File: src/rtl/cbd_pkg.sv
// Package for the chunked body decoder: shared types, codes and constants.
// Used by every module under rtl/; it depends on nothing else.
package cbd_pkg;

  localparam int unsigned COUNT_WIDTH = 32;
  localparam int unsigned CFG_W       = 32;
  localparam int unsigned BYTE_W      = 8;
  localparam int unsigned STATUS_W    = 2;
  localparam int unsigned OUT_TDATA_W = 16;

  localparam logic [CFG_W-1:0] MAX_CHUNK_RESET = 32'd16777216;

  localparam logic [BYTE_W-1:0] CHAR_CR   = 8'h0D;
  localparam logic [BYTE_W-1:0] CHAR_LF   = 8'h0A;
  localparam logic [BYTE_W-1:0] CHAR_SEMI = 8'h3B;

  typedef enum logic [2:0] {
    PH_SIZE = 3'd0,
    PH_EXT  = 3'd1,
    PH_SEP  = 3'd2,
    PH_DATA = 3'd3,
    PH_TAIL = 3'd4,
    PH_DONE = 3'd5,
    PH_ERR  = 3'd6
  } phase_e;

  typedef enum logic [STATUS_W-1:0] {
    ST_OK    = 2'd0,
    ST_BAD   = 2'd1,
    ST_OVER  = 2'd2,
    ST_TRUNC = 2'd3
  } status_e;

  // One input transfer as held in the input register.
  typedef struct packed {
    logic [BYTE_W-1:0] data;
    logic              last;
  } in_item_t;

  // Result of one step; has_res says whether a transfer leaves at all.
  typedef struct packed {
    logic              has_res;
    logic [BYTE_W-1:0] out_byte;
    logic              byte_valid;
    logic              final_res;
    status_e           status;
  } step_res_t;

  typedef struct packed {
    logic       ok;
    logic [3:0] val;
  } hex_t;

  function automatic hex_t hex_decode(input logic [BYTE_W-1:0] c);
    hex_t h;
    h.ok  = 1'b1;
    h.val = 4'd0;
    if (c >= 8'h30 && c <= 8'h39) begin
      h.val = 4'(c - 8'h30);
    end else if (c >= 8'h61 && c <= 8'h66) begin
      h.val = 4'(c - 8'h57);
    end else if (c >= 8'h41 && c <= 8'h46) begin
      h.val = 4'(c - 8'h37);
    end else begin
      h.ok = 1'b0;
    end
    return h;
  endfunction

  function automatic logic is_crlf(input logic [BYTE_W-1:0] c);
    return (c == CHAR_CR) || (c == CHAR_LF);
  endfunction

endpackage

File: src/rtl/cbd_in_stage.sv
// Input register of the chunked body decoder (depends on cbd_pkg): takes one
// byte per cycle unless stalled, holding it until the parser steps on it.
module cbd_in_stage (
  input  logic             clk_i,
  input  logic             rst_ni,
  input  logic             in_valid_i,
  output logic             in_ready_o,
  input  cbd_pkg::in_item_t in_item_i,
  input  logic             step_en_i,
  output logic             item_valid_o,
  output cbd_pkg::in_item_t item_o
);

  logic              valid_q, valid_d;
  cbd_pkg::in_item_t item_q;

  // The register frees up in the same cycle that the parser consumes it.
  assign in_ready_o = !valid_q || step_en_i;

  always_comb begin
    valid_d = valid_q;
    if (in_ready_o) begin
      valid_d = in_valid_i;
    end
  end

  always_ff @(posedge clk_i or negedge rst_ni) begin
    if (!rst_ni) begin
      valid_q <= 1'b0;
    end else begin
      valid_q <= valid_d;
    end
  end

  always_ff @(posedge clk_i) begin
    if (in_ready_o && in_valid_i) begin
      item_q <= in_item_i;
    end
  end

  assign item_valid_o = valid_q;
  assign item_o       = item_q;

endmodule

File: src/rtl/cbd_parser.sv
// Chunk parser: phase, size and remaining-count registers with the per-byte
// next-state and result logic, plus the size limit register. Uses cbd_pkg.
module cbd_parser #(
  parameter int unsigned COUNT_WIDTH = cbd_pkg::COUNT_WIDTH
) (
  input  logic                       clk_i,
  input  logic                       rst_ni,
  input  logic                       cfg_we_i,
  input  logic [cbd_pkg::CFG_W-1:0]  cfg_wdata_i,
  input  logic                       step_en_i,
  input  cbd_pkg::in_item_t          item_i,
  output cbd_pkg::step_res_t         res_o
);

  localparam int unsigned LW = (COUNT_WIDTH > cbd_pkg::CFG_W) ? COUNT_WIDTH : cbd_pkg::CFG_W;

  logic [cbd_pkg::CFG_W-1:0] max_q;
  cbd_pkg::phase_e           phase_q, phase_d, phase_step;
  logic [COUNT_WIDTH-1:0]    size_q, size_d, size_step;
  logic [COUNT_WIDTH-1:0]    left_q, left_d, left_step;

  logic [LW-1:0]             cfg_ext, cmask_ext, lim;
  logic [COUNT_WIDTH-1:0]    sv_in, sz_value, size_dec, left_dec;
  cbd_pkg::phase_e           sz_phase;
  cbd_pkg::hex_t             hex;
  logic                      crlf, semi;

  assign crlf = cbd_pkg::is_crlf(item_i.data);
  assign semi = (item_i.data == cbd_pkg::CHAR_SEMI);
  assign hex  = cbd_pkg::hex_decode(item_i.data);

  // The limit is the smaller of the register and what the counters can hold.
  assign cfg_ext   = LW'(max_q);
  assign cmask_ext = LW'({COUNT_WIDTH{1'b1}});
  assign lim       = (cfg_ext > cmask_ext) ? cmask_ext : cfg_ext;

  // A size field restarts from zero when it follows a chunk's data.
  assign sv_in = (phase_q == cbd_pkg::PH_TAIL) ? '0 : size_q;

  // One byte of a size field. Growing value v by digit h stays within lim
  // exactly when h <= lim and v <= (lim - h) / 16.
  always_comb begin
    sz_phase = cbd_pkg::PH_SIZE;
    sz_value = sv_in;
    if (crlf || semi) begin
      if (sv_in == '0) begin
        sz_phase = cbd_pkg::PH_DONE;
      end else if (semi) begin
        sz_phase = cbd_pkg::PH_EXT;
      end else begin
        sz_phase = cbd_pkg::PH_SEP;
      end
    end else if (!hex.ok || (LW'(hex.val) > lim) ||
                 (LW'(sv_in) > ((lim - LW'(hex.val)) >> 4))) begin
      sz_phase = cbd_pkg::PH_ERR;
    end else begin
      sz_value = {sv_in[COUNT_WIDTH-5:0], hex.val};
    end
  end

  assign size_dec = size_q - COUNT_WIDTH'(1);
  assign left_dec = left_q - COUNT_WIDTH'(1);

  // Next state for the byte in the input register.
  always_comb begin
    phase_step = phase_q;
    size_step  = size_q;
    left_step  = left_q;
    unique case (phase_q)
      cbd_pkg::PH_SIZE: begin
        phase_step = sz_phase;
        size_step  = sz_value;
      end
      cbd_pkg::PH_EXT: begin
        if (crlf) begin
          phase_step = cbd_pkg::PH_SEP;
        end
      end
      cbd_pkg::PH_SEP: begin
        if (!crlf) begin
          left_step  = size_dec;
          phase_step = (size_dec == '0) ? cbd_pkg::PH_TAIL : cbd_pkg::PH_DATA;
        end
      end
      cbd_pkg::PH_DATA: begin
        left_step = left_dec;
        if (left_dec == '0) begin
          phase_step = cbd_pkg::PH_TAIL;
        end
      end
      cbd_pkg::PH_TAIL: begin
        if (!crlf) begin
          phase_step = sz_phase;
          size_step  = sz_value;
        end
      end
      cbd_pkg::PH_DONE, cbd_pkg::PH_ERR: begin
        phase_step = phase_q;
      end
      default: begin
        phase_step = cbd_pkg::PH_ERR;
      end
    endcase

    // The last byte of a body leaves the parser ready for the next body.
    if (item_i.last) begin
      phase_d = cbd_pkg::PH_SIZE;
      size_d  = '0;
      left_d  = '0;
    end else begin
      phase_d = phase_step;
      size_d  = size_step;
      left_d  = left_step;
    end
  end

  // Result for the byte in the input register.
  always_comb begin
    res_o            = '0;
    res_o.byte_valid = ((phase_q == cbd_pkg::PH_SEP) && !crlf) ||
                       (phase_q == cbd_pkg::PH_DATA);
    res_o.out_byte   = res_o.byte_valid ? item_i.data : '0;
    res_o.final_res  = item_i.last;
    res_o.has_res    = res_o.byte_valid || item_i.last;
    res_o.status     = cbd_pkg::ST_OK;
    if (item_i.last) begin
      unique case (phase_step)
        cbd_pkg::PH_DONE: res_o.status = cbd_pkg::ST_OK;
        cbd_pkg::PH_ERR:  res_o.status = cbd_pkg::ST_BAD;
        cbd_pkg::PH_SIZE: res_o.status = (size_step == '0) ? cbd_pkg::ST_OK
                                                            : cbd_pkg::ST_OVER;
        cbd_pkg::PH_TAIL: res_o.status = cbd_pkg::ST_TRUNC;
        default:          res_o.status = cbd_pkg::ST_OVER;
      endcase
    end
  end

  always_ff @(posedge clk_i or negedge rst_ni) begin
    if (!rst_ni) begin
      max_q   <= cbd_pkg::MAX_CHUNK_RESET;
      phase_q <= cbd_pkg::PH_SIZE;
      size_q  <= '0;
      left_q  <= '0;
    end else begin
      if (cfg_we_i) begin
        max_q <= cfg_wdata_i;
      end
      if (step_en_i) begin
        phase_q <= phase_d;
        size_q  <= size_d;
        left_q  <= left_d;
      end
    end
  end

endmodule

File: src/rtl/chunked_body_decoder.sv
// Top level of the chunked body decoder: input register, chunk parser and
// the output register. Depends on cbd_pkg, cbd_in_stage and cbd_parser.
//
//   Channel   Direction  Signals                          Contents
//   s_axis    in         tvalid/tready/tdata/tlast        body byte, last-byte mark
//   m_axis    out        tvalid/tready/tdata/tuser/tlast  payload byte and status,
//                                                         byte flag, final
//   cfg       in         cfg_we_i/cfg_wdata_i             max_chunk_size
//
// One byte is accepted per clock while the output is not stalled; a byte's result
// can leave at the earliest once it has passed the input register and been parsed
// into the result register. Bytes that produce no result are dropped inside the block.
// A stalled output holds its result and backs up through the input register.
// Reset returns the parser to the start of a body and max_chunk_size to
// 16777216.
module chunked_body_decoder #(
  parameter int unsigned COUNT_WIDTH = cbd_pkg::COUNT_WIDTH
) (
  input  logic                            clk_i,
  input  logic                            rst_ni,
  input  logic                            cfg_we_i,
  input  logic [cbd_pkg::CFG_W-1:0]       cfg_wdata_i,
  input  logic                            s_axis_tvalid_i,
  output logic                            s_axis_tready_o,
  input  logic [cbd_pkg::BYTE_W-1:0]      s_axis_tdata_i,   // [7:0] in_byte
  input  logic                            s_axis_tlast_i,   // last_byte
  output logic                            m_axis_tvalid_o,
  input  logic                            m_axis_tready_i,
  output logic [cbd_pkg::OUT_TDATA_W-1:0] m_axis_tdata_o,   // [7:0] out_byte, [9:8] status
  output logic                            m_axis_tuser_o,   // byte_valid
  output logic                            m_axis_tlast_o    // final_res
);

  cbd_pkg::in_item_t  in_item, item;
  cbd_pkg::step_res_t res, out_q;
  logic               item_valid, step_en;
  logic               out_valid_q, out_valid_d;

  assign in_item.data = s_axis_tdata_i;
  assign in_item.last = s_axis_tlast_i;

  // The parser steps when a byte is held and the result register is free or being emptied.
  assign step_en = item_valid && (!out_valid_q || m_axis_tready_i);

  cbd_in_stage u_in_stage (
    .clk_i        (clk_i),
    .rst_ni       (rst_ni),
    .in_valid_i   (s_axis_tvalid_i),
    .in_ready_o   (s_axis_tready_o),
    .in_item_i    (in_item),
    .step_en_i    (step_en),
    .item_valid_o (item_valid),
    .item_o       (item)
  );

  cbd_parser #(
    .COUNT_WIDTH (COUNT_WIDTH)
  ) u_parser (
    .clk_i       (clk_i),
    .rst_ni      (rst_ni),
    .cfg_we_i    (cfg_we_i),
    .cfg_wdata_i (cfg_wdata_i),
    .step_en_i   (step_en),
    .item_i      (item),
    .res_o       (res)
  );

  always_comb begin
    out_valid_d = out_valid_q;
    if (step_en) begin
      out_valid_d = res.has_res;
    end else if (m_axis_tready_i) begin
      out_valid_d = 1'b0;
    end
  end

  always_ff @(posedge clk_i or negedge rst_ni) begin
    if (!rst_ni) begin
      out_valid_q <= 1'b0;
    end else begin
      out_valid_q <= out_valid_d;
    end
  end

  always_ff @(posedge clk_i) begin
    if (step_en && res.has_res) begin
      out_q <= res;
    end
  end

  assign m_axis_tvalid_o = out_valid_q;
  assign m_axis_tdata_o  = {{(cbd_pkg::OUT_TDATA_W - cbd_pkg::BYTE_W - cbd_pkg::STATUS_W){1'b0}},
                            out_q.status, out_q.out_byte};
  assign m_axis_tuser_o  = out_q.byte_valid;
  assign m_axis_tlast_o  = out_q.final_res;

endmodule

File: config.mk
export PLATFORM = sky130hd
export DESIGN_NAME = chunked_body_decoder
export DESIGN_NICKNAME = d
export VERILOG_FILES = /design/src/rtl/cbd_pkg.sv /design/src/rtl/cbd_in_stage.sv /design/src/rtl/cbd_parser.sv /design/src/rtl/chunked_body_decoder.sv
export SDC_FILE = /design/constraint.sdc
export NUM_CORES = 1
export LEC_CHECK = 0
export BUFFER_PORTS_ARGS = -buffer_cell sky130_fd_sc_hd__buf_4
export CORE_UTILIZATION = 50
export CTS_BUF_LIST = sky130_fd_sc_hd__clkbuf_8 sky130_fd_sc_hd__clkbuf_16
export DETAILED_ROUTE_END_ITERATION = 10
export PLACE_DENSITY = 0.75
export SYNTH_ARGS = -nofsm -noshare
export SYNTH_HDL_FRONTEND = slang
export SYNTH_SLANG_ARGS = --single-unit
File: constraint.sdc
create_clock -name clk_i -period 9.62 [get_ports clk_i]
set_clock_uncertainty 0.1 [all_clocks]
set_input_delay 0.962 -clock clk_i [delete_from_list [all_inputs] [get_ports clk_i]]
set_output_delay 0.962 -clock clk_i [all_outputs]
set_load 0.02 [all_outputs]
# == Word level (Yosys, flattened, before mapping) ==
# Cells that the tools add are included.
# word_totals
reg_bits,122
# op_classes
mux,31
reduce_logical,29
add_sub_neg,6
eq_ne,13
order_cmp,9
# op_table
cell,count
two-way mux 32 bit,8
logical NOT 32 bit,4
case mux 32 bit (2 select lines),2
subtractor 32 x 1 -> 32 bit (second input constant),2
> comparator 32 x 28 -> 1 bit,1
> comparator 32 bit (second input constant),1
> comparator 4 x 32 -> 1 bit,1
subtractor 32 x 4 -> 32 bit,1
two-way mux 3 bit,9
== test 3 bit (second input constant),6
case mux 3 bit (6 select lines),1
== test 8 x 4 -> 1 bit (second input constant),2
greater-or-equal comparator 8 x 7 -> 1 bit (second input constant),2
less-or-equal comparator 8 x 7 -> 1 bit (second input constant),2
two-way mux 4 bit,3
== test 8 x 6 -> 1 bit (second input constant),1
greater-or-equal comparator 8 x 6 -> 1 bit (second input constant),1
less-or-equal comparator 8 x 6 -> 1 bit (second input constant),1
logical OR 1 bit,8
case mux 2 bit (4 select lines),1
subtractor 4 x 3 -> 4 bit (second input constant),2
logical AND 1 bit,7
== test 3 x 2 -> 1 bit (second input constant),2
logical NOT 3 bit,2
10 further kinds,18

# == Logic depth before layout (Yosys ltp) ==
# Gate-level depths: netlist of the first run.
# logic_depth
ltp_word,15
mapped_depth,28
mapped_depth_nobuf,26

# == By module ==
# A second synthesis of the first run with hierarchy kept.
# hier_totals
cells_unflattened,1023
area_unflattened_um2,8782.2
# modules_own_cells
mod,n_inst,area_each_um2,cells_each
cbd_parser,1,7980.2,985
chunked_body_decoder,1,478.0,25
cbd_in_stage,1,324.1,13

# == Least setup slack after synthesis of the first run ==
# Ideal clock, no wire load.
# synth_timing
path_kind,flip-flop to flip-flop
from,register u_in_stage.item_q (netlist bit u_in_stage.item_o[1])
to,"register out_q (netlist bit m_axis_tdata_o[9]), data pin"
path_stages_with_launch,26
path_slack_ns,2.921
required_time_ns,9.248
arrival_ns,6.327
path_cell_list,edfxtp_1 > ha_1 > or3b_2 > nand4_1 > o21ai_0 > o21ai_0 > ha_1 > a211oi_1 > nand2_1 > nor4_1 > or4b_1 > clkbuf_1 > nor4_2 > nand2_1 > xor2_1 > ha_1 > nand4_1 > nor4_1 > a21bo_2 > and4_1 > o2111ai_1 > nor2_2 > mux2i_1 > o211ai_1 > a2111oi_2 > a31oi_1
# synth_between
elab_chain_cells,15
# synth_rtl
element,line_no,rtl
start: declaration,cbd_in_stage.sv:15,cbd_pkg::in_item_t item_q;
start signal: assignment,cbd_in_stage.sv:37,item_q <= in_item_i;
greater-or-equal comparator 8 x 7 -> 1 bit / less-or-equal comparator 8 x 7 -> 1 bit (equally long branches),cbd_pkg.sv:62,end else if (c >= 8'h41 && c <= 8'h46) begin
logical AND 1 bit,cbd_pkg.sv:62,
two-way mux 4 bit / two-way mux 1 bit (equally long branches),cbd_pkg.sv:62,
two-way mux 4 bit / two-way mux 1 bit (equally long branches),cbd_pkg.sv:60,end else if (c >= 8'h61 && c <= 8'h66) begin
two-way mux 4 bit / two-way mux 1 bit (equally long branches),cbd_pkg.sv:58,if (c >= 8'h30 && c <= 8'h39) begin
subtractor 32 x 4 -> 32 bit (tied with other cells),cbd_parser.sv:54,(LW'(sv_in) > ((lim - LW'(hex.val)) >> 4))) begin
> comparator 32 x 28 -> 1 bit / logical OR 1 bit (equally long branches),"cbd_parser.sv:54, cbd_parser.sv:53",
logical OR 1 bit,cbd_parser.sv:53,end else if (!hex.ok || (LW'(hex.val) > lim) ||
two-way mux 32 bit,cbd_parser.sv:53,
two-way mux 32 bit,cbd_parser.sv:45,if (crlf || semi) begin
two-way mux 32 bit,cbd_parser.sv:92,if (!crlf) begin
case mux 32 bit (2 select lines),cbd_parser.sv:69,unique case (phase_q)
logical NOT 32 bit,cbd_parser.sv:130,cbd_pkg::PH_SIZE: res_o.status = (size_step == '0) ? cbd_pkg::ST_OK
two-way mux 2 bit,cbd_parser.sv:130,
case mux 2 bit (4 select lines) (*),cbd_parser.sv:127,unique case (phase_step)
end signal: assignment,chunked_body_decoder.sv:87,out_q <= res;
end: declaration,chunked_body_decoder.sv:35,"cbd_pkg::step_res_t res, out_q;"
# Mark *: on every way between the ends. The rest lies on a longest branch, timed or not.
# A chain may end at the register's enable or synchronous reset.

# == Worst setup path in the final report of the first run ==
# layout_timing
from,register u_in_stage.item_q (netlist bit u_in_stage.item_o[2])
to,"register out_q (netlist bit m_axis_tdata_o[9]), data pin"
# Same word-level chain as after synthesis.

==> summary by stage, run 1 <==
Timing
The final count of hold timing violations is 0. In the final timing run, aggregate negative setup slack is 0 ns. The number of slew-limit violations in the final report is 0.

The shortest period the worst path allows is 7.93 ns. In the finished design, the share of the clock period the worst path needs comes to 0.825. Setup violations remaining at the end of the flow were counted as 0. Setup repair after global routing left no endpoint under its margin.

The actual slew at the worst max-slew pin is 1.08 ns. The worst max-slew margin expressed relative to the limit is 0.279. Timing would allow up to roughly 130 MHz.

Critical path
The worst register-to-register path ends at m_axis_tdata_o[9]$_SDFFCE_PN0P_. STA puts the critical path data arrival time at 8.10 ns. The depth of the worst register-to-register path is 25.

The class of the most critical setup path is reg2reg. The worst setup path is captured at a flop. The kind of start point of the critical path is a flop. In this run the register-to-register setup slack is 1.69 ns. The startpoint of the lowest-slack register-to-register path is u_in_stage.item_o[2]$_DFFE_PP_. The required time of the critical path is approximately 9.8 ns. The maximum fanout along the worst path is 15.

Power
The leakage power of the design is 4.27 nW. Across the VDD grid, the largest voltage drop is 175 uV. The ratio of total power to cell area is 271 nW/um^2.

Clock network
Clock tree synthesis selected as its root buffer the cell clkbuf_16. The number of sinks handled by clock tree synthesis is 122. In this run, post-CTS repair resized a total of 0 instances. The worst-skew pair later-pin latency is 0.43 ns. Clock-pin slew was measured on the worst setup and hold paths at 0.06 ns. The number of H-tree levels is 4. The count of hold buffers inserted by post-cts repair is 0. TritonCTS built the clock tree. Clock tree synthesis inserted a total of 17 buffers. The number of setup buffers added after CTS is 0. The longest clock path from root to sink contains 2 buffers.

Logic synthesis
The number of warning messages in the yosys log is 0. By area the synthesized netlist is led by dfrtp_1 (27%), edfxtp_1 (6.9%), ha_1 (5.3%). Yosys mapped the design onto between 80 and 90 distinct sky130hd cell types. The cell count after synthesis came out at approximately 1.1k. The sequential element share of the synthesized area is 0.345. The fraction of registers with async set/reset is 0.828. The number of synthesized register bits is 122. Of the post-synthesis cell area, the dominant cell type holds 0.273.

Counting instances in the post-synthesis netlist gives the leading cell types as dfrtp_1 (100), o21ai_0 (97), nand2_1 (77), nor2_1 (76), clkbuf_1 (67). A synthesized cell averages 8.58 um^2. The post-synthesis instance area is 9170 um^2. The number of enable-type register cells in the synthesized netlist is 21.

In the post-synthesis netlist, the cell with the most instances is dfrtp_1. Among all flip-flop cells after synthesis, the most frequent one is dfrtp_1. The largest total area in the synthesized netlist belongs to dfrtp_1.

Cells and area
The number of nets in the final layout is 1159. The non-filler instance count after layout is 1316. The share of post-route cells with drive strength above 1 is 0.155. The antenna diode instance count is 0.

From synthesis to final layout, the design area changed by 11.8%.

Detailed routing
The count of nets left with antenna violations once routing finished came out at 0. After the first detailed-routing iteration, the DRC count stood at roughly 900. In the routed layout, each cell is associated on average with a via count of 6.48. The number of DRC violations after detailed routing is 0. The count of TritonRoute iterations in the first routing pass is 7.

The final route contains between 8k and 9k vias. The mean routed wirelength per cell is roughly 20 um. After detailed routing, the total wire length is between 20000 and 30000 um.

GRT
The number of antenna violations at the first check in global routing came to 0. The combined global-route utilization of all metal layers is 0.288. The via count of the first global-routing pass came to 8028.

The aggregate global routing overflow is 0. The first-pass GRT wire length is 42100 um. Entering global routing, the biggest net connects 70 pins.

Hold path
The class of the tightest hold or removal check is in2async.

Status
The flow ran to the end, and the final reports show no timing, DRC or antenna violations.

Die
The floorplan step defined a die boundary enclosing approximately 19000 um^2. For this configuration, the core starts out at a cell density of 0.510. The floorplan has 49 rows. The standard cell core area is 18000 um^2. In this run the vertical extent of the chip is 137 um. The horizontal extent of the die is roughly 140 um. The total I/O pin count is 66.

Place
The wire-length estimate of the detail-placed layout is 18100 um. The number of cells in the design after placement is 1284. The count of buffers added on input and output ports is between 50 and 60.

The congestion estimate from routability-driven global placement came to roughly 0.94.

Run
Max-cap violations in this run came to 0.
## state kept, by name (all words and copies together), names as in the netlist
| register | flops |
|---|---|
| m_axis_tdata_o | 10 |
| m_axis_tlast_o | 1 |
| m_axis_tuser_o | 1 |
| m_axis_tvalid_o | 1 |
| u_in_stage.item_o | 9 |
| u_in_stage.item_valid_o | 1 |
| u_parser.cfg_ext | 32 |
| u_parser.left_q | 32 |
| u_parser.phase_q | 3 |
| u_parser.size_q | 32 |
## how the worst max path moves through the flow
stage                                 endpoint                           start  slack, ns
4_1_cts        m_axis_tdata_o[9]$_SDFFCE_PN0P_  u_in_stage.item_o[1]$_DFFE_PP_       1.85
2_1_floorplan  m_axis_tdata_o[9]$_SDFFCE_PN0P_  u_in_stage.item_o[1]$_DFFE_PP_       2.92
5_1_grt        m_axis_tdata_o[9]$_SDFFCE_PN0P_  u_in_stage.item_o[2]$_DFFE_PP_       0.89
3_3_place_gp   m_axis_tdata_o[9]$_SDFFCE_PN0P_  u_in_stage.item_o[1]$_DFFE_PP_       2.24
3_5_place_dp   m_axis_tdata_o[9]$_SDFFCE_PN0P_  u_in_stage.item_o[1]$_DFFE_PP_       1.97
6_report       m_axis_tdata_o[9]$_SDFFCE_PN0P_  u_in_stage.item_o[2]$_DFFE_PP_       1.69
## where the power goes
| group | internal (mW) | switching [mW] |
|---|---|---|
| combinational | 0.484 | 0.817 |
| sequential | 0.636 | 0.157 |
| clock | 0.431 | 0.256 |
| total | 1.55 | 1.23 |
## cell usage in the layout (no fill, tap or decap), types with 24 or more instances in the layout
cell | Yosys | final
dfrtp_1 | 100 | 100
o21ai_0 | 97 | 97
nand2_1 | 77 | 77
nor2_1 | 76 | 75
buf_4 | 8 | 67
a21oi_1 | 62 | 62
and2_1 | 39 | 39
nor3_1 | 39 | 39
ha_1 | 39 | 39
mux2_2 | 32 | 32
xor2_1 | 28 | 28
a22o_1 | 25 | 25
nand4_1 | 24 | 24
nor4_1 | 24 | 24
## logic make-up (layout without fill, tap and decap cells)
kind of cell	count (synthesis)	in the layout	synth area share
AOI/OAI and AO/OA	306	306	0.213
xor gates and xnor gates	51	51	0.0487
adders and majority gates	39	39	0.0532
buffers and inverters	104	118	0.0472
DFF	122	122	0.345
muxes	37	37	0.0448
other	1	6	0.000409
and+or+nand+nor	408	408	0.248
## metrics by stage
stage                      util  instance area (um^2)  setup slack, ns  power (mW)  hold slack (ns)
after floorplan               -                  9180             2.92        1.72            0.324
after global placement    0.535                  9610             2.24        2.04            0.364
after CTS                 0.570                 10200             1.85        2.75            0.391
after detailed placement  0.535                  9610             1.97        2.06            0.376
after global routing      0.570                 10200            0.890        2.95            0.402
final                     0.570                 10200             1.69        2.78            0.378
## routing by layer
layer	up-vias	global-route usage	wire, um
met5	-	0	0
met4	0	0.129	932
met3	101	0.0618	2110
met2	441	0.456	12100
met1	3987	0.376	10800
li1	4001	-	-
## cell type report
class                   instances  area [um^2]
fillers                      1605         7720
multi-input cells             847         5590
flip-flops and latches        122         3160
repair buffers                 67          503
clock buffers                  19          464
well taps                     229          287
clock inverters                13          165
inverters                      19         71.3
## critical path: stages (launching register included)
cell       delay [ns]
edfxtp_1         0.49
inv_1            0.11
ha_1             0.21
or3b_2           0.47
nand4_1          0.17
o21ai_0          0.15
o21ai_0          0.17
ha_1             0.34
a211oi_1         0.38
nand2_1          0.24
nor4_1           0.55
or4b_1           0.61
nor4_2           0.29
nand2_1          0.13
xor2_1           0.16
ha_1             0.30
nand4_1          0.11
nor4_1           0.49
a21bo_2          0.22
and4_1           0.21
o2111ai_1        0.33
nor2_1           0.86
a22oi_1          0.14
o21ai_0          0.28
nor3_1           0.11
a31oi_1          0.16
Note: power is estimated with default switching activity, not from simulation.
==> run 2: changes to the inputs <==
--- a/config.mk
+++ b/config.mk
@@ -9,7 +9,7 @@
 export CORE_UTILIZATION = 50
 export CTS_BUF_LIST = sky130_fd_sc_hd__clkbuf_8 sky130_fd_sc_hd__clkbuf_16
 export DETAILED_ROUTE_END_ITERATION = 10
-export PLACE_DENSITY = 0.75
+export PLACE_DENSITY = 0.78
 export SYNTH_ARGS = -nofsm -noshare
 export SYNTH_HDL_FRONTEND = slang
 export SYNTH_SLANG_ARGS = --single-unit
==> constraint.sdc (replaced) <==
create_clock -name clk_i -period 7.2 [get_ports clk_i]
set_clock_uncertainty 0.1 [all_clocks]
set_input_delay 0.72 -clock clk_i [delete_from_list [all_inputs] [get_ports clk_i]]
set_output_delay 0.72 -clock clk_i [all_outputs]
set_load 0.02 [all_outputs]
==> run 2 against run 1 <==
Compared with the run above:
- clock-buffer cell count rose by 1
- via count increased by 1.6%
- sequential power grew 35%
- fmax increased by 16%
- worst hold slack lost 0.30 ns
- critical path type unchanged
- critical endpoint unchanged
- largest cell class unchanged
==> summary by stage, run 2 (synthesis gave the netlist of run 1 again) <==
Cells and area
The final-layout fill cell count is about 1.6k. The area occupied by registers is 3160 um^2. Summing all non-filler instances in the final layout gives an area of 10300 um^2.

The library cells used most frequently in the layout, excluding fill and tap cells, are dfrtp_1 (100), o21ai_0 (96), nand2_1 (76). The number of nets in the final layout is 1167. The share of post-route cells with drive strength above 1 is 0.170. The repair_antennas step left the layout with diodes totalling 0.

In the final layout, the multi-input gates occupy about 5700 um^2. Leaving out fill and tap cells, the most frequent cell in the layout is dfrtp_1. From synthesis to final layout, the design area changed by 12.9%.

Timing
The setup TNS is 0 ns. The worst max-slew margin expressed relative to the limit is 0.286. The total of endpoints with negative setup slack in the final report is 0. The fraction of the cycle the final worst path needs is 0.949. The actual slew at the worst max-slew pin is 1.07 ns.

The final count of hold timing violations came to 0. For this run, the top clock speed supported by timing is 146 MHz. The worst path needs 6.83 ns of the cycle, external delays included. The number of slew-limit violations in the final report is 0.

Clock network
TritonCTS built the clock tree. The number of H-tree levels is 4. The worst-skew pair later-pin latency is 0.44 ns. Counting along the longest clock path gives a buffer depth of 2. Counting the buffers created by CTS gives 17. After clock tree synthesis, the clock-pin slew on the worst setup and hold paths is 0.06 ns. The clock net in this run drives a total of 122 sinks. The count of hold buffers inserted by post-cts repair is 0. The tree is rooted in a clkbuf_16.

Die
The floorplan row count is slightly below 50. The region available for standard cell placement spans 18000 um^2. The horizontal extent of the die is 137 um. The height of the chip is 137 um. The total I/O pin count is 66. The die outline area is 18900 um^2. The starting density of the core is 0.510.

Status
The flow ran to the end, and the final reports show no timing, DRC or antenna violations.

Power
The ratio of total power to cell area is 355 nW/um^2. The leakage power of the design is around 4.3 nW. The total power after layout is 3.67 mW.

Across the VDD grid, the largest voltage drop is 328 uV.

Run
The tool flagged a number of max-cap violations equal to 0.

Critical path
The kind of start point of the critical path is a flop. The capturing instance or port of the critical path is m_axis_tdata_o[9]$_SDFFCE_PN0P_. The depth of the worst register-to-register path is 26.

The worst-case register-to-register setup slack is 0.37 ns. The worst setup path is captured at a flop. Along the worst path, the maximum fanout reaches 18. The required time of the critical path is approximately 7.3 ns. The worst register-to-register path begins at u_in_stage.item_o[1]$_DFFE_PP_. The arrival time reported for the critical path endpoint is just under 7 ns. The capture instance of the worst register-to-register path is m_axis_tdata_o[9]$_SDFFCE_PN0P_. The class of the most critical setup path is reg2reg. Tracing the worst setup path back leads to its startpoint at u_in_stage.item_o[1]$_DFFE_PP_.

Detailed routing
The via count of the routed design is 8669. For this run, design rule violations remaining after detail routing come to 0. In the final routed layout, each cell accounts on average for a little under 20 um.

The count of TritonRoute iterations in the first routing pass is 5. The total wire length after detailed routing is 26100 um. The first-iteration detailed-routing DRC count is slightly above 900.

The remaining antenna violation count after routing is 0. The vias per cell is 6.55.

GRT
The via count of the first global-routing pass was 8209. The number of antenna violations at the first check in global routing came to 0. The met1 usage is 0.361.

Global routing finished with a remaining overflow of 0. For met2 alone, demand over resource in global routing was 0.463. For met3 alone, demand over resource in global routing was 0.0655. The combined global-route utilization of all metal layers is 0.287. The largest net degree at the start of global routing is 80. The most crowded layer after global routing is met2. The first-pass GRT wire length is 41800 um.

Hold path
The tightest min-delay check is of the in2async type.

Place
The congestion estimate from routability-driven global placement came to 0.967. The area after detailed placement is ~9700 um^2. The count of port buffers added during placement is 59. Detailed placement ended at an HPWL of 18400 um.
-- run 2: critical path, stage by stage (launching register included) --
cell	delay [ns]
edfxtp_1	0.41
inv_1	0.10
ha_1	0.17
or3b_2	0.45
nand4_1	0.17
o21ai_0	0.19
o21ai_1	0.18
ha_2	0.36
a211oi_4	0.29
nand2_2	0.14
nor4_2	0.26
or4b_4	0.55
nor4_4	0.21
nand2_1	0.14
o21ai_0	0.18
and2_1	0.15
ha_1	0.14
nand4_1	0.18
nor4_4	0.35
a21bo_2	0.18
and4_1	0.25
o2111a_2	0.28
nand2_4	0.16
a221o_1	0.34
a221o_1	0.27
nor3_1	0.21
a31oi_1	0.13
-- run 2: where the power goes --
part           switching (mW)  internal [mW]  leakage, nW
clock network           0.338          0.517        0.291
registers               0.216          0.850         1.51
logic                    1.10          0.655         2.52
-- run 2: worst min-delay path by stage --
stage                                     from                              end  slack, ns  cells after the start
6_report                                rst_ni   u_parser.left_q[9]$_DFFE_PN0P_       0.08                      1
5_1_grt                                 rst_ni   u_parser.left_q[9]$_DFFE_PN0P_       0.11                      1
4_1_cts                                 rst_ni   u_parser.left_q[9]$_DFFE_PN0P_       0.09                      1
3_5_place_dp   u_parser.left_q[21]$_DFFE_PN0P_  u_parser.left_q[21]$_DFFE_PN0P_       0.39                      2
3_3_place_gp   u_parser.left_q[21]$_DFFE_PN0P_  u_parser.left_q[21]$_DFFE_PN0P_       0.36                      2
2_1_floorplan                           rst_ni      m_axis_tvalid_o$_DFFE_PN0P_       0.32                      0
-- run 2: layout make-up --
| class | count | share of cell area |
|---|---|---|
| Sequential cell | 122 | 0.305 |
| Tap cell | 229 | 0.0277 |
| Timing Repair Buffer | 75 | 0.0544 |
| Clock buffer | 20 | 0.0462 |
| Multi-Input combinational cell | 847 | 0.549 |
| Inverter | 19 | 0.00689 |
| Clock inverter | 12 | 0.0109 |
-- run 2: stage by stage --
stage	setup WS [ns]	hold WS, ns	util	instances
2_1_floorplan	0.501	0.324	-	1073
3_3_place_gp	0.265	0.364	0.538	1290
3_5_place_dp	-0.0560	0.387	0.538	1290
4_1_cts	0.0269	0.0865	0.572	1322
5_1_grt	-0.0710	0.110	0.576	1324
6_report	0.368	0.0759	0.576	1324
-- run 2: metal layers --
metal	vias up	routed length (um)	share of wire
met3	78	2320	0.089
li1	3998	-	-
met4	0	902	0.035
met5	-	0	0
met2	483	12300	0.47
met1	4110	10600	0.41
-- run 2: what timing repair did --
| item | CTS | global route |
|---|---|---|
| endpoints found under the setup margin | 1 | 33 |
| pin swaps | 0 | 1 |
| buffers inserted | 0 | 2 |
| gates resized for setup | 4 | 12 |
==> run 3: changes to the inputs <==
--- a/config.mk
+++ b/config.mk
@@ -5,11 +5,12 @@
 export SDC_FILE = /design/constraint.sdc
 export NUM_CORES = 1
 export LEC_CHECK = 0
+export ABC_AREA = 1
 export BUFFER_PORTS_ARGS = -buffer_cell sky130_fd_sc_hd__buf_4
 export CORE_UTILIZATION = 50
 export CTS_BUF_LIST = sky130_fd_sc_hd__clkbuf_8 sky130_fd_sc_hd__clkbuf_16
 export DETAILED_ROUTE_END_ITERATION = 10
-export PLACE_DENSITY = 0.78
+export PLACE_DENSITY = 0.82
 export SYNTH_ARGS = -nofsm -noshare
 export SYNTH_HDL_FRONTEND = slang
 export SYNTH_SLANG_ARGS = --single-unit
==> run 3 against run 2 <==
Compared with the run above:
- sequential power down 7%
- global-route usage down 0.54 points
- largest cell class unchanged
- clock power up 2%
- first-iteration DRC count up 13%
- highest routed layer unchanged
==> summary by stage, run 3 <==
Hold path
The tightest min-delay check is of the in2async type.

Logic synthesis
In the synthesized netlist, the cells that appear most often are nand2_1 (392), nor2_1 (225), inv_1 (151), dfrtp_1 (100), o21ai_0 (100). Counting flops with a built-in enable in the synthesized netlist gives 21. Measured against the total synthesized area, the mux share comes to 0.0142. For this run, the register share of the synthesized area comes to 0.332. The share of the synthesized area in compound gates (AO/OA/AOI/OAI) is 0.104.

The predominant post-synthesis flop cell is dfrtp_1. The post-synthesis share of cell area spent on and, or, nand and nor gates is 0.353. The share of the synthesized area in the top cell type is 0.263. The synthesized design contains ~120 register bits. Yosys attributes the largest share of cell area to dfrtp_1 (26%), nand2_1 (15%), nor2_1 (8.9%).

The adder-cell area share of the yosys netlist is 0.0513. A synthesized cell averages between 6 and 7 um^2. nand2_1 is the most common cell in the netlist.

The area share of xor/xnor cells in the synthesized design is 0.0599. After synthesis, the largest family of logic cells by area is simple AND/OR/NAND/NOR gates. The number of warning messages in the yosys log is 0. The largest total area in the synthesized netlist belongs to dfrtp_1. After technology mapping, the gate count stands at 1403.

The count of different cell masters after synthesis is 50. The synthesized netlist occupies a cell area of between 9000 and 10000 um^2. For this run, asynchronously set or reset flops after synthesis account for 0.828.

Timing
The fraction of the cycle the final worst path needs is 0.912. Setup repair after global routing left no endpoint under its margin. The setup TNS is 0 ns. Static timing analysis puts the maximum clock frequency at between 150 and 200 MHz. For the pin with the worst max-slew slack, the measured transition is 1.07 ns. The shortest period the worst path allows is 6.57 ns. The worst max-slew margin expressed relative to the limit is 0.287. The final count of hold timing violations is 0. The total of endpoints with negative setup slack in the final report is 0. The worst hold slack is 0.148 ns.

The number of slew-limit violations in the final report is 0.

Detailed routing
The total wire length after detailed routing is 26400 um. In the routed design, unresolved DRC markers number 0. The count of TritonRoute iterations in the first routing pass is 6. The vias per cell is 5.54. The routed layout has 9385 vias. The mean routed wirelength per cell is 15.6 um. In this run the remaining antenna-violating nets after routing total 0. The first-iteration detailed-routing DRC count is between 1k and 1.5k.

Clock network
The TritonCTS clock tree is done. The worst-skew pair later-pin latency is 0.44 ns. The H-tree was split into 4 levels. The clock tree buffer depth is 2.

The number of sinks handled by clock tree synthesis is 122. The count of hold buffers inserted by post-cts repair is 0. The TritonCTS buffer count is 17. The CTS root buffer is clkbuf_16. The post-CTS clock slew at the launch and capture registers of the worst setup and hold paths is 0.06 ns.

Run
Across the run, the number of max-cap violations was 0.

Die
The total I/O pin count is 66. The die outline area is 19600 um^2. The floorplan row count is 50. For this configuration, the core starts out at a cell density of 0.508. The die is 140 um wide. From bottom edge to top edge, the die measures 140 um.

The standard cell core area is between 15000 and 20000 um^2.

Critical path
The worst stage delay on the critical path is 0.57 ns. The cell with the largest stage delay on the worst path is nor3_2. The cell seen most often among critical-path stages is nand2_1. Data on the critical path is required at its endpoint by about 7.3 ns. For the worst setup path, the data arrival time is 6.67 ns. STA classifies the critical path startpoint as a flop. The class of the most critical setup path is reg2reg.

In this run the worst path has a maximum fanout of 7. The worst-case register-to-register setup slack is 0.63 ns. The worst setup path is captured at a flop.

GRT
After global routing the overflow that remains totals 0. In the global route stage, met2 resource usage came out at 0.462. The via count of the first global-routing pass is 8917. The first-pass GRT wire length is 43700 um.

The combined global-route utilization of all metal layers is 0.282. The met1 usage is 0.360. Entering global routing, the biggest net connects 66 pins.

In the global route stage, met3 resource usage came out at 0.0544. The number of antenna violations at the first check in global routing is 0. The most crowded layer after global routing is met2.

Cells and area
The share of post-route cells with drive strength above 1 is 0.104. Leaving out fill and tap cells, the most frequent cell in the layout is nand2_1. The net count of the finished layout is 1532. The area growth from synthesis to layout is 12.6%.

In the layout the commonest cells are nand2_1 (392), nor2_1 (224), inv_1 (151). The antenna diode instance count is 0.

Place
Routability-driven placement finished with a final weighted congestion of 0.930. The count of port buffers added during placement is 59. The HPWL after detailed placement is 19700 um.

Status
The run finished with clean final reports.

Power
Dividing total power by cell area gives a power density of 406 nW/um^2. The largest vdd supply drop is 224 uV. For this design the static power due to leakage is between 5 and 6 nW.
-- run 3: routing by layer --
metal | part of all wire | wire length [um] | vias to the layer above
met5 | 0 | 0 | -
li1 | - | - | 4624
met3 | 0.074 | 1960 | 72
met4 | 0.039 | 1030 | 0
met1 | 0.42 | 11100 | 4286
met2 | 0.47 | 12400 | 403
-- run 3: per-stage QoR --
stage               power (mW)  setup slack (ns)   util  area, um^2  cells
floorplan                 2.79              2.07      -        9530   1408
global route              4.69             0.155  0.573       10700   1694
global placement          3.40              1.20  0.541       10100   1662
CTS                       4.33             0.575  0.572       10700   1694
detailed placement        3.43             0.841  0.541       10100   1662
finish                    4.35             0.632  0.573       10700   1694
-- run 3: kinds of logic (layout without fill, tap and decap cells) --
logic type / after synthesis / count (layout)
compound gates: 172 / 172
xor+xnor: 65 / 65
fa+ha+maj: 39 / 39
buf+inv: 204 / 256
flops: 122 / 122
mux: 12 / 12
other cells: 1 / 6
simple gates: 788 / 788
-- run 3: power breakdown --
group | internal [mW] | switching, mW
sequential | 0.853 | 0.144
combinational | 0.796 | 1.68
clock | 0.514 | 0.360
total | 2.16 | 2.19
-- run 3: final cells by class --
class | instances | area (um^2)
fill | 1754 | 8000
multi-input combinational | 1082 | 5570
sequential | 122 | 3160
inverter | 156 | 586
timing repair buffer | 68 | 510
clock buffer | 17 | 425
tap | 234 | 293
clock inverter | 15 | 161
-- run 3: worst paths after layout --
path | startpoint | endpoint | cells after the start
worst min-delay path | rst_ni | u_parser.phase_q[2]$_DFFE_PN0P_ | 1
worst max register to register | u_in_stage.item_o[1]$_DFFE_PP_ | m_axis_tdata_o[9]$_SDFFCE_PN0P_ | 40
worst min register to register | u_parser.left_q[31]$_DFFE_PN0P_ | u_parser.left_q[31]$_DFFE_PN0P_ | 1
worst max-delay path | u_in_stage.item_o[1]$_DFFE_PP_ | m_axis_tdata_o[9]$_SDFFCE_PN0P_ | 40
max in group asynchronous | rst_ni | u_parser.cfg_ext[11]$_DFFE_PN0P_ | 2
min in group clk_i | s_axis_tdata_i[7] | u_in_stage.item_o[8]$_DFFE_PP_ | 1
-- run 3: timing repair --
action / in CTS / in global routing
resized for setup: 0 / 1
setup buffers: 0 / 0
endpoints found under the setup margin: 0 / 1
-- run 3: worst max-delay path, delay by kind of cell (launching register included) --
| kind | cells | cell delay (ns) |
|---|---|---|
| AOI/OAI and AO/OA | 7 | 1.13 |
| adders and majority gates | 3 | 0.76 |
| buffers and inverters | 4 | 0.47 |
| DFF | 1 | 0.45 |
| and+or+nand+nor | 26 | 3.41 |
